File: src/wped_pkg.sv
`default_nettype none
// ----------------------------------------------------------------------------
// wped_pkg
// Shared constants and types for the windowed poke edge detector.
// ----------------------------------------------------------------------------
package wped_pkg;

  localparam int CHANNELS  = 6;
  localparam int TIME_BITS = 32;
  localparam int CH_W      = 3;   // channel field width, fixed by the event format
  localparam int WIN_W     = 16;
  localparam int Q_DEPTH   = 4;
  localparam int Q_PTR_W   = $clog2(Q_DEPTH);

  typedef logic [CHANNELS-1:0]  chan_mask_t;
  typedef logic [TIME_BITS-1:0] time_t;
  typedef logic [CH_W-1:0]      chan_idx_t;

  // One window update that changed at least one channel
  typedef struct packed {
    time_t      now;      // time of the update
    chan_mask_t change;   // channels whose presence flipped
    chan_mask_t was;      // presence before the update (1 = exit on change)
  } upd_t;

endpackage
`default_nettype wire

File: src/wped_if.sv
`default_nettype none
// ----------------------------------------------------------------------------
// wped channel interfaces
// Valid/ready channels for samples, events and the window register.
// ----------------------------------------------------------------------------
interface wped_in_if;
  logic                           valid;
  logic                           ready;
  logic [wped_pkg::TIME_BITS-1:0] now_ms;
  logic [wped_pkg::CHANNELS-1:0]  poke_levels;

  modport source (output valid, now_ms, poke_levels, input ready);
  modport sink   (input valid, now_ms, poke_levels, output ready);
endinterface

interface wped_out_if;
  logic                           valid;
  logic                           ready;
  logic [wped_pkg::CH_W-1:0]      channel;
  logic                           is_exit;
  logic [wped_pkg::TIME_BITS-1:0] event_time_ms;
  logic [wped_pkg::TIME_BITS-1:0] dwell_ms;
  logic                           last;

  modport source (output valid, channel, is_exit, event_time_ms, dwell_ms, last,
                  input ready);
  modport sink   (input valid, channel, is_exit, event_time_ms, dwell_ms, last,
                  output ready);
endinterface

interface wped_cfg_if;
  logic                       valid;
  logic                       ready;
  logic [wped_pkg::WIN_W-1:0] window_ms;

  modport source (output valid, window_ms, input ready);
  modport sink   (input valid, window_ms, output ready);
endinterface
`default_nettype wire

File: src/windowed_poke_edge_detector_unit.sv
`default_nettype none
// ----------------------------------------------------------------------------
// windowed_poke_edge_detector_unit
// Six-line windowed presence detector emitting entry/exit events with dwell.
// ----------------------------------------------------------------------------
// Use:
//   in_ch  : one beat per sample (now_ms, poke_levels). Taken every cycle
//            while the update queue has room, so one sample per clock.
//   cfg_ch : window_ms write, always ready; write only while idle.
//   out_ch : zero to six event beats per sample, channel order 0..5,
//            last set on the final beat of an update.
// Path: an update sample's first event passes the queue write on its
//   beat edge, then the record load and the output register.
// Throughput: one event per cycle from the back end while out_ch
//   accepts; an update holds it until each changed channel has its event.
//   The 4-deep update queue lets sampling run on during such bursts and
//   while out_ch stalls; in_ch.ready drops only once the queue is full.
// Reset (rst_n low, synchronous): window 5 ms, latches, presence and the
//   update time cleared, queue and output emptied. Entry times are not
//   cleared; each is written by an entry before any exit reads it.
// Stall: a held out_ch beat stays put; the back end waits, records pile
//   up in the queue, then the front end stops taking samples.
// ----------------------------------------------------------------------------
module windowed_poke_edge_detector_unit (
  input  wire logic clk,
  input  wire logic rst_n,
  wped_in_if.sink   in_ch,
  wped_cfg_if.sink  cfg_ch,
  wped_out_if.source out_ch
);
  import wped_pkg::*;

  // front -> queue
  logic q_push;
  upd_t q_rec;
  // queue -> back
  logic q_pop;
  upd_t q_head;
  logic q_full;
  logic q_empty;

  // Latch/window timing, presence update
  wped_front u_front (
    .clk    (clk),
    .rst_n  (rst_n),
    .in_ch  (in_ch),
    .cfg_ch (cfg_ch),
    .q_full (q_full),
    .q_push (q_push),
    .q_rec  (q_rec)
  );

  // Absorbs event bursts so sampling never waits on a single update
  wped_queue u_queue (
    .clk      (clk),
    .rst_n    (rst_n),
    .push     (q_push),
    .push_rec (q_rec),
    .pop      (q_pop),
    .head     (q_head),
    .full     (q_full),
    .empty    (q_empty)
  );

  // Per-channel event walk, entry time store, output register
  wped_back u_back (
    .clk     (clk),
    .rst_n   (rst_n),
    .q_head  (q_head),
    .q_empty (q_empty),
    .q_pop   (q_pop),
    .out_ch  (out_ch)
  );

`ifndef NO_ASSERTIONS
  // front never posts into a full queue
  a_no_overflow: assert property (@(posedge clk) disable iff (!rst_n)
    !(q_push && q_full))
    else $error("update posted into full queue");

  // events name a real channel
  a_chan_range: assert property (@(posedge clk) disable iff (!rst_n)
    out_ch.valid |-> (out_ch.channel < CH_W'(CHANNELS)))
    else $error("event channel out of range");

  // entry beats carry zero dwell
  a_entry_dwell: assert property (@(posedge clk) disable iff (!rst_n)
    (out_ch.valid && !out_ch.is_exit) |-> (out_ch.dwell_ms == '0))
    else $error("entry event with non-zero dwell");

  // nothing leaves straight after reset
  a_reset_quiet: assert property (@(posedge clk)
    !rst_n |=> !out_ch.valid)
    else $error("output valid after reset");
`endif

endmodule
`default_nettype wire

File: src/wped_front.sv
`default_nettype none
// ----------------------------------------------------------------------------
// wped_front
// Latches sample highs, times the window and posts changed presence masks.
// ----------------------------------------------------------------------------
module wped_front (
  input  wire logic         clk,
  input  wire logic         rst_n,
  wped_in_if.sink           in_ch,
  wped_cfg_if.sink          cfg_ch,
  input  wire logic         q_full,
  output logic              q_push,
  output wped_pkg::upd_t    q_rec
);
  import wped_pkg::*;

  logic [WIN_W-1:0] window_r;
  chan_mask_t       caught_r, caught_nxt;
  chan_mask_t       present_r, present_nxt;
  time_t            last_upd_r, last_upd_nxt;
  chan_mask_t       seen;
  time_t            elapsed;
  logic             fire;
  logic             accept;

  assign cfg_ch.ready = 1'b1;
  assign in_ch.ready  = ~q_full;
  assign accept       = in_ch.valid & in_ch.ready;

  assign seen    = caught_r | in_ch.poke_levels;
  assign elapsed = in_ch.now_ms - last_upd_r;
  assign fire    = elapsed >= time_t'(window_r);

  always_comb begin
    caught_nxt   = caught_r;
    present_nxt  = present_r;
    last_upd_nxt = last_upd_r;
    q_push       = 1'b0;
    if (accept) begin
      if (fire) begin
        caught_nxt   = '0;
        present_nxt  = seen;
        last_upd_nxt = in_ch.now_ms;
        q_push       = (seen ^ present_r) != '0;
      end else begin
        caught_nxt = seen;
      end
    end
  end

  assign q_rec.now    = in_ch.now_ms;
  assign q_rec.change = seen ^ present_r;
  assign q_rec.was    = present_r;

  always_ff @(posedge clk) begin
    if (!rst_n) begin
      window_r   <= WIN_W'(5);
      caught_r   <= '0;
      present_r  <= '0;
      last_upd_r <= '0;
    end else begin
      if (cfg_ch.valid) begin
        window_r <= cfg_ch.window_ms;
      end
      caught_r   <= caught_nxt;
      present_r  <= present_nxt;
      last_upd_r <= last_upd_nxt;
    end
  end

endmodule
`default_nettype wire

File: src/wped_queue.sv
`default_nettype none
// ----------------------------------------------------------------------------
// wped_queue
// Short FIFO of update records between front and back.
// ----------------------------------------------------------------------------
module wped_queue (
  input  wire logic           clk,
  input  wire logic           rst_n,
  input  wire logic           push,
  input  wire wped_pkg::upd_t push_rec,
  input  wire logic           pop,
  output wped_pkg::upd_t      head,
  output logic                full,
  output logic                empty
);
  import wped_pkg::*;

  upd_t               mem_r [Q_DEPTH];
  logic [Q_PTR_W-1:0] wr_ptr_r, rd_ptr_r;
  logic [Q_PTR_W:0]   count_r, count_nxt;
  logic               do_push, do_pop;

  assign full    = count_r == (Q_PTR_W+1)'(Q_DEPTH);
  assign empty   = count_r == '0;
  assign do_push = push & ~full;
  assign do_pop  = pop & ~empty;
  assign head    = mem_r[rd_ptr_r];

  always_comb begin
    count_nxt = count_r;
    if (do_push && !do_pop) begin
      count_nxt = count_r + 1'b1;
    end else if (do_pop && !do_push) begin
      count_nxt = count_r - 1'b1;
    end
  end

  always_ff @(posedge clk) begin
    if (do_push) begin
      mem_r[wr_ptr_r] <= push_rec;
    end
  end

  always_ff @(posedge clk) begin
    if (!rst_n) begin
      wr_ptr_r <= '0;
      rd_ptr_r <= '0;
      count_r  <= '0;
    end else begin
      if (do_push) begin
        wr_ptr_r <= wr_ptr_r + 1'b1;
      end
      if (do_pop) begin
        rd_ptr_r <= rd_ptr_r + 1'b1;
      end
      count_r <= count_nxt;
    end
  end

endmodule
`default_nettype wire

File: src/wped_back.sv
`default_nettype none
// ----------------------------------------------------------------------------
// wped_back
// Walks each update record one channel per beat; keeps entry times.
// ----------------------------------------------------------------------------
module wped_back (
  input  wire logic           clk,
  input  wire logic           rst_n,
  input  wire wped_pkg::upd_t q_head,
  input  wire logic           q_empty,
  output logic                q_pop,
  wped_out_if.source          out_ch
);
  import wped_pkg::*;

  logic       cur_valid_r;
  chan_mask_t cur_mask_r;
  chan_mask_t cur_was_r;
  time_t      cur_now_r;
  time_t      entry_r [CHANNELS];

  logic       out_valid_r;
  chan_idx_t  out_chan_r;
  logic       out_exit_r;
  time_t      out_time_r;
  time_t      out_dwell_r;
  logic       out_last_r;

  chan_idx_t  idx;
  chan_mask_t rest;
  logic       emit, fin, load, is_exit;

  // lowest pending channel first
  always_comb begin
    idx = '0;
    for (int i = CHANNELS - 1; i >= 0; i--) begin
      if (cur_mask_r[i]) begin
        idx = CH_W'(i);
      end
    end
  end

  assign rest    = cur_mask_r & ~(chan_mask_t'(1) << idx);
  assign is_exit = cur_was_r[idx];
  assign emit    = cur_valid_r & (~out_valid_r | out_ch.ready);
  assign fin     = emit & (rest == '0);
  assign load    = ~cur_valid_r | fin;
  assign q_pop   = load & ~q_empty;

  always_ff @(posedge clk) begin
    if (!rst_n) begin
      cur_valid_r <= 1'b0;
    end else if (q_pop) begin
      cur_valid_r <= 1'b1;
    end else if (fin) begin
      cur_valid_r <= 1'b0;
    end
  end

  always_ff @(posedge clk) begin
    if (q_pop) begin
      cur_mask_r <= q_head.change;
      cur_was_r  <= q_head.was;
      cur_now_r  <= q_head.now;
    end else if (emit) begin
      cur_mask_r <= rest;
    end
  end

  always_ff @(posedge clk) begin
    if (emit && !is_exit) begin
      entry_r[idx] <= cur_now_r;
    end
  end

  always_ff @(posedge clk) begin
    if (!rst_n) begin
      out_valid_r <= 1'b0;
    end else if (emit) begin
      out_valid_r <= 1'b1;
    end else if (out_ch.ready) begin
      out_valid_r <= 1'b0;
    end
  end

  always_ff @(posedge clk) begin
    if (emit) begin
      out_chan_r  <= idx;
      out_exit_r  <= is_exit;
      out_time_r  <= cur_now_r;
      out_dwell_r <= is_exit ? (cur_now_r - entry_r[idx]) : '0;
      out_last_r  <= rest == '0;
    end
  end

  assign out_ch.valid         = out_valid_r;
  assign out_ch.channel       = out_chan_r;
  assign out_ch.is_exit       = out_exit_r;
  assign out_ch.event_time_ms = out_time_r;
  assign out_ch.dwell_ms      = out_dwell_r;
  assign out_ch.last          = out_last_r;

endmodule
`default_nettype wire

File: src/flat_wrapper.sv
// flat-port wrapper written by rule: the top's interface ports become plain ports
module windowed_poke_edge_detector_unit_flat import wped_pkg::*;
  (clk, rst_n, in_ch_valid, in_ch_now_ms, in_ch_poke_levels, in_ch_ready, cfg_ch_valid, cfg_ch_window_ms, cfg_ch_ready, out_ch_valid, out_ch_channel, out_ch_is_exit, out_ch_event_time_ms, out_ch_dwell_ms, out_ch_last, out_ch_ready);
  wped_in_if in_ch_i ();
  wped_cfg_if cfg_ch_i ();
  wped_out_if out_ch_i ();
  input  wire logic clk;
  input  wire logic rst_n;
  input wire logic [$bits(in_ch_i.valid)-1:0] in_ch_valid;
  input wire logic [$bits(in_ch_i.now_ms)-1:0] in_ch_now_ms;
  input wire logic [$bits(in_ch_i.poke_levels)-1:0] in_ch_poke_levels;
  output wire logic [$bits(in_ch_i.ready)-1:0] in_ch_ready;
  input wire logic [$bits(cfg_ch_i.valid)-1:0] cfg_ch_valid;
  input wire logic [$bits(cfg_ch_i.window_ms)-1:0] cfg_ch_window_ms;
  output wire logic [$bits(cfg_ch_i.ready)-1:0] cfg_ch_ready;
  output wire logic [$bits(out_ch_i.valid)-1:0] out_ch_valid;
  output wire logic [$bits(out_ch_i.channel)-1:0] out_ch_channel;
  output wire logic [$bits(out_ch_i.is_exit)-1:0] out_ch_is_exit;
  output wire logic [$bits(out_ch_i.event_time_ms)-1:0] out_ch_event_time_ms;
  output wire logic [$bits(out_ch_i.dwell_ms)-1:0] out_ch_dwell_ms;
  output wire logic [$bits(out_ch_i.last)-1:0] out_ch_last;
  input wire logic [$bits(out_ch_i.ready)-1:0] out_ch_ready;
  assign in_ch_i.valid = in_ch_valid;
  assign in_ch_i.now_ms = in_ch_now_ms;
  assign in_ch_i.poke_levels = in_ch_poke_levels;
  assign in_ch_ready = in_ch_i.ready;
  assign cfg_ch_i.valid = cfg_ch_valid;
  assign cfg_ch_i.window_ms = cfg_ch_window_ms;
  assign cfg_ch_ready = cfg_ch_i.ready;
  assign out_ch_valid = out_ch_i.valid;
  assign out_ch_channel = out_ch_i.channel;
  assign out_ch_is_exit = out_ch_i.is_exit;
  assign out_ch_event_time_ms = out_ch_i.event_time_ms;
  assign out_ch_dwell_ms = out_ch_i.dwell_ms;
  assign out_ch_last = out_ch_i.last;
  assign out_ch_i.ready = out_ch_ready;
  windowed_poke_edge_detector_unit u_core (.clk(clk), .rst_n(rst_n), .in_ch(in_ch_i), .cfg_ch(cfg_ch_i), .out_ch(out_ch_i));
endmodule
File: config.mk
export PLATFORM = sky130hd
export DESIGN_NAME = windowed_poke_edge_detector_unit_flat
export DESIGN_NICKNAME = d
export VERILOG_FILES = /design/src/wped_pkg.sv /design/src/wped_if.sv /design/src/windowed_poke_edge_detector_unit.sv /design/src/wped_front.sv /design/src/wped_queue.sv /design/src/wped_back.sv /design/src/flat_wrapper.sv
export SDC_FILE = /design/constraint.sdc
export NUM_CORES = 1
export LEC_CHECK = 0
export ABC_AREA = 1
export BUFFER_PORTS_ARGS = -buffer_cell sky130_fd_sc_hd__buf_2
export CORE_ASPECT_RATIO = 1.1
export CORE_MARGIN = 2
export CORE_UTILIZATION = 30
export CTS_CLUSTER_DIAMETER = 150
export DETAILED_ROUTE_END_ITERATION = 12
export HOLD_SLACK_MARGIN = 0.06
export SYNTH_ARGS = -nofsm -noshare
export SYNTH_HDL_FRONTEND = slang
export SYNTH_HIERARCHICAL = 1
export SYNTH_SLANG_ARGS = --single-unit
File: constraint.sdc
create_clock -name clk -period 6.7 [get_ports clk]
set_input_delay 0.67 -clock clk [delete_from_list [all_inputs] [get_ports clk]]
set_output_delay 0.67 -clock clk [all_outputs]
set_load 0.05 [all_outputs]
# Yosys cells after proc, flatten, opt, wreduce, memory -nomap -nowiden
# Memory sizes are Yosys's and may differ from the RTL's. A register that Yosys moved wholly into a read port is not among the register bits.
# Index checks and enable logic that the tools add are counted.
# word_totals
romBits,0
latchBits,0
word_cells,84
regBits,182
in_bits,59
n_memories,2
ramBits,368
# classes
n_reduce_logical,14
n_lt_le_gt_ge,2
bitwise,16
div_mod_pow,0
add_sub_neg,6
eq_ne,1
muxes,25
mul,0
n_shift,1
# memory_table
name,words,width,rd,rd_ports_with_merged_regs,wr,line,rtl
u_core.u_back.entry_r,6,32,1,0,1,wped_back.sv:20,time_t entry_r [CHANNELS];
u_core.u_queue.mem_r,4,44,1,1,1,wped_queue.sv:18,upd_t mem_r [Q_DEPTH];
# op_table
operator,n
subtractor 32 bit,2
greater-or-equal comparator 32 x 16 -> 1 bit,1
2-to-1 mux 3 bit,8
2-to-1 mux 6 bit,3
2-to-1 mux 1 bit,11
nonzero test 2 bit,4
bitwise AND 1 bit,6
bitwise AND 6 bit,1
zero test 6 bit,1
NOT 6 bit,1
OR 6 bit,1
nonzero test 6 bit,1
"<< shifter 1 x 3 -> 6 bit, first input constant",1
XOR 6 bit,1
"adder 2 x 1 -> 2 bit, second input constant",2
"< comparator 3 x 4 -> 1 bit, second input constant",1
2-to-1 mux 2 bit,2
NOT 1 bit,4
"adder 3 x 1 -> 3 bit, second input constant",1
binary-select mux 1 bit (select 3 bit),1
"== test 3 bit, second input constant",1
logical AND 1 bit,3
zero test 1 bit,3
zero test 3 bit,1
other kinds (3),4

# Longest topological paths before layout
# depth
depth_word,17
ltp_mapped,36
mapped_depth_nobuf,35

# Hierarchy
# The synthesis kept the hierarchy.
# modules_own_cells
module,seq_area_each_um2,cells_each,n_inst,area_each_um2
wped_back,9198.8,1163,1,13331.5
wped_queue,5465.2,495,1,7095.6
wped_front,1201.2,1018,1,5929.4

# Worst setup path after synthesis
# No wires, ideal clock.
# synth_path
path_kind,input to register
from,in in_ch_now_ms[0]
to,"mem u_core/u_queue/mem_r[0][0] (netlist name), enable pin"
setup_time_ns,0.446
arrival_time_ns,5.046
setup_slack_ns,1.208
cell_stages,24
path_cell_list,inv_1 -> ha_1 -> fa_1 -> inv_1 -> nand3_1 -> nand3_1 -> nand2_1 -> nand2_1 -> xor2_1 -> ha_1 -> a21oi_1 -> o31a_1 -> nand2_1 -> nand2_1 -> nand2_1 -> nor2_1 -> nand2_1 -> nor2_1 -> nand2_2 -> buf_6 -> nand2_2 -> a21oi_1 -> nand2_1 -> nor2_1
# synth_via
elab_chain_cells,7
# synth_lines
element,line,rtl
"start, declared",flat_wrapper.sv:10,input wire logic [$bits(in_ch_i.now_ms)-1:0] in_ch_now_ms;
subtractor 32 bit,wped_front.sv:31,assign elapsed = in_ch.now_ms - last_upd_r;
greater-or-equal comparator 32 x 16 -> 1 bit,wped_front.sv:32,assign fire = elapsed >= time_t'(window_r);
2-to-1 mux 1 bit,wped_front.sv:40,if (fire) begin
2-to-1 mux 1 bit,wped_front.sv:39,if (accept) begin
net u_core.q_push,windowed_poke_edge_detector_unit.sv:34,logic q_push;
bitwise AND 1 bit,wped_queue.sv:25,assign do_push = push & ~full;
2-to-1 mux 1 bit,wped_queue.sv:39,if (do_push) begin
2-to-1 mux 1 bit (not written as such),wped_queue.sv:40,mem_r[wr_ptr_r] <= push_rec;
"end, declared",wped_queue.sv:18,
# The timed path passes the listed nets, and every way through them passes these cells.

# Worst setup path in the final report
# layout_path
from,reg u_core.u_front.last_upd_r[6]
to,reg u_core.u_queue.count_r[1]
# layout_via
word_cells_on_any_way,10
cone_classes,add/sub (1); order compare (1); mux (3); bitwise (1); reduce/logical (4)
# layout_rtl
element,line,rtl
"start, declared",wped_front.sv:20,"time_t last_upd_r, last_upd_nxt;"
"start signal, assigned",wped_front.sv:67,last_upd_r <= last_upd_nxt;
subtractor 32 bit,wped_front.sv:31,
greater-or-equal comparator 32 x 16 -> 1 bit,wped_front.sv:32,
2-to-1 mux 1 bit,wped_front.sv:40,
2-to-1 mux 1 bit,wped_front.sv:39,
net u_core.q_push,windowed_poke_edge_detector_unit.sv:34,
bitwise AND 1 bit,wped_queue.sv:25,
net u_core.u_queue.do_push,wped_queue.sv:21,"logic do_push, do_pop;"
logical AND 1 bit,wped_queue.sv:31,if (do_push && !do_pop) begin
2-to-1 mux 3 bit,wped_queue.sv:31,
net u_core.u_queue.count_nxt[1],wped_queue.sv:20,"logic [Q_PTR_W:0] count_r, count_nxt;"
"end signal, assigned",wped_queue.sv:56,count_r <= count_nxt;
"end, declared",wped_queue.sv:20,
# The timed path passes the listed nets, and every way through them passes these cells.
# A chain may end at the register's enable or synchronous reset.

==> summary.md <==
| Metric | Value |
|---|---|
| Status | `completed` |
| Die W | `287 um` |
| Syn_area_per_cell | `9.85 um2` |
| Max FO, Critical Path | `7` |
| Area Growth Syn to Fin | `13.6%` |
| CORE AREA | `87400 um2` |
| R2r worst-path depth | `29` |
| Post-Route Skew | `24.7 ps` |
| Hold Violations, Final | `0` |
| Die Y | `315 um` |
| P_leak | `12.2 nW` |
| Final Critical Period | `4720 ps` |
| CTS H-tree lvls | `2` |
| Setup Fix Bufs, Post-CTS | `0` |
| Gate Count Post-Synth | `2676` |
| Number of max-cap violations | `0` |
| Global placement routability congestion | `0.891` |
| Count of flip-flops with a built-in enable after synthesis | `481` |
| #FFs+latches synth | `552` |
| CP peak stage delay | `420 ps` |
| Largest net degree at the start of global routing | `89` |
| CTS buffer count | `59` |
| CTS tree | `built` |
| CP arrival | `5230 ps` |
| Total number of vias | `18.2k` |
| Post-detail-place hpwl | `44.0 mm` |
| Seq pwr share | `33.7%` |
| Final count of negative-setup-slack endpoints | `0` |
| Routed vias/inst | `4.57` |
| Post-Place Cell Area | `28000 um2` |
| Post-synth top area share | `54.8%` |
| Rows | `114` |
| Internal | `9.13 mW` |
| Filler instances | `8801` |
| GRT Overall Usage | `14.2%` |
| Levels on crit path | `29` |
| Pwr dens | `547 nW/um2` |
| Worst Hold Class | `in -> reg` |
| Post-CTS Hold Fix Bufs | `0` |
| Termination of the worst setup path | `u_core/u_queue/count_r[1]` |
| Final nets | `2913` |
| Most frequent cells in the layout | `nand2_1, edfxtp_1, nor2_1` |
| Routed wire length | `64.3 mm` |
| Mapped cell area | `26400 um2` |
| Max Slew Vio Count | `0` |
| Hold path cells | `3` |
| Unrepaired setup endpoints after global routing | `false` |
| Synth unique cells | `47` |
| Post-route design area | `29900 um2` |
| IO Count | `131` |
| Top cells by area, synth | `edfxtp_1, nand2_1, dfxtp_1` |
| Pwr Total | `16.4 mW` |
| Crit path launch | `u_core/u_front/last_upd_r[6]` |
| Setup_tns | `0 ps` |
| R2r startpoint | `u_core/u_front/last_upd_r[6]` |
| Reg-to-Reg End | `u_core/u_queue/count_r[1]` |
| Clk Tree Root Cell | `clkbuf_16` |
| Routed wire length per instance | `16.2 um` |
| Largest area contributor in the netlist | `edfxtp_1` |
| Top cell by count, worst path | `nand2_1` |
| Grt ovf | `0` |
| Clock Tree Buf Depth | `3` |
| Sw Share | `44.2%` |
| Reg2Reg Setup Slack | `1980 ps` |
| Fin crit share | `70.5%` |
| # DRC | `0` |
| CP startpoint kind | `flip-flop` |
| Top_reg_cell synth | `edfxtp_1` |
| FMAX | `212 MHz` |
| First-pass DRT Iterations | `5` |
| Clock power share | `19.9%` |
| Vias in the first global route | `17.6k` |
| Commonest non-fill, non-tap cell in the layout | `nand2_1` |
| CP Capture Type | `flip-flop` |
| Relative slew slack | `32.6%` |
| Post-route ant nets | `0` |
| Port bufs | `129` |
| Critical path class | `reg -> reg` |
| Clock Latency Late Sink | `630 ps` |
| Antenna violations before repair | `5` |
| Power share of the combinational group | `46.4%` |
| Worst EP required | `7210 ps` |
| Gates resized, CTS repair | `0` |
| Clk pin slew, worst setup/hold paths | `60 ps` |
| DR iter-0 viols | `1301` |
| VDD IR max | `0.320 mV` |
| Die area | `90200 um2` |
| Fraction of layout cells with a size suffix above 1 | `13.2%` |
| First-pass GRT wire length | `99.4 mm` |
| Clk sink count | `552` |
| CP delay by family, top | `simple AND/OR/NAND/NOR gates` |
| Sw Pwr | `7.23 mW` |
| Post-Syn Nets | `2821` |
| Initial core utilization | `30.1%` |
| Least-Margin Pin Slew | `1010 ps` |
| Slowest CP cell | `fa_1` |
| WP buf/inv | `4` |
| Ys async rst share | `0%` |
| Count of yosys warnings during synthesis | `6` |
| Sequential share of the synthesized area | `60.2%` |
worst min path at each step:
stage / from / endpoint / slack [ps]
after global routing: cfg_ch_window_ms[0] / u_core/u_front/window_r[0] / 250
after global placement: u_core/u_front/window_r[1] / u_core/u_front/window_r[1] / 460
final: cfg_ch_window_ms[0] / u_core/u_front/window_r[0] / 260
after detailed placement: u_core/u_front/window_r[14] / u_core/u_front/window_r[14] / 460
after floorplan: u_core/u_front/window_r[0] / u_core/u_front/window_r[0] / 440
after CTS: cfg_ch_window_ms[0] / u_core/u_front/window_r[0] / 220
layout make-up:
type | instances | area, um2 | share of cell area (%)
timing repair buffer | 149 | 808 | 2.70
sequential | 552 | 15900 | 53.0
antenna | 1 | 2.50 | 0.00836
tap | 1160 | 1450 | 4.85
clock inverter | 38 | 389 | 1.30
multi-input combinational | 1665 | 8560 | 28.6
clock buffer | 71 | 1560 | 5.22
inverter | 341 | 1290 | 4.30
registers in the layout, indices dropped and copies added (netlist names), named ones only:
register                            count
u_core/u_back/out_ch.valid              1
u_core/u_back/cur_mask_r                6
u_core/u_front/present_r                6
u_core/u_queue/count_r                  3
u_core/u_queue/wr_ptr_r                 2
u_core/u_front/window_r                16
u_core/u_back/out_ch.dwell_ms          32
u_core/u_back/out_ch.channel            3
u_core/u_front/caught_r                 6
u_core/u_front/last_upd_r              32
u_core/u_back/cur_valid_r               1
u_core/u_back/entry_r                 192
u_core/u_queue/mem_r                  176
u_core/u_back/cur_was_r                 6
u_core/u_queue/rd_ptr_r                 2
u_core/u_back/out_ch.event_time_ms     32
u_core/u_back/out_ch.last               1
u_core/u_back/cur_now_r                32
u_core/u_back/out_ch.is_exit            1
power by group through the flow:
stage          clock network, mW  registers (mW)  logic [mW]
2_1_floorplan                  0            6.04        5.07
3_3_place_gp                   0            5.56        7.60
3_5_place_dp                   0            5.59        7.63
4_1_cts                     3.34            5.52        7.65
5_1_grt                     3.48            5.60        8.57
6_report                    3.26            5.50        7.60
Yosys cell counts, drive strengths merged (2+ instances only):
cell type / instances
xor2: 25
nor2: 332
clkinv: 2
a21o: 3
ha: 83
nand2: 601
dfxtp: 71
o21ai: 152
or2: 7
o21bai: 7
nand4: 15
o22ai: 61
nand3b: 24
edfxtp: 481
clkbuf: 31
xnor2: 10
nand3: 171
a21oi: 125
buf: 87
and3: 8
fa: 3
nor3: 30
nor4: 2
inv: 339
worst register-to-register path: cells and delay by family, from the launching register on:
family | cells | cell delay [ps]
xor gates and xnor gates | 1 | 210
adders and majority gates | 4 | 1280
AOI/OAI and AO/OA | 4 | 630
buffers and inverters | 4 | 360
and+or+nand+nor | 16 | 1790
DFF | 1 | 350
metal layers:
layer	vias to the layer above	GRT usage [%]	share of wire [%]
met3	109	1.78	4.7
met1	8503	18.8	45
met5	-	0	0
met2	439	24.0	48
met4	0	4.64	2.8
li1	9119	-	-
cell families after synthesis:
kind of cell / Yosys count / synth area share (%)
buf+inv: 459 / 7.55
simple gates: 1191 / 19.1
fa+ha+maj: 86 / 4.17
flops: 552 / 60.2
other cells: 1 / 0.0142
compound gates: 352 / 7.85
xor+xnor: 35 / 1.16
metrics by stage:
stage / util (%) / instances / hold slack (ps) / worst slack, ps
final: 34.2 / 3977 / 256 / 1980
after global routing: 34.2 / 3976 / 250 / 1520
after CTS: 34.2 / 3976 / 223 / 2010
after detailed placement: 32.0 / 3867 / 460 / 1520
after global placement: 32.0 / 3867 / 461 / 1600
after floorplan: - / 2676 / 435 / 1210
No activity file was read; power rests on OpenSTA's default activity.
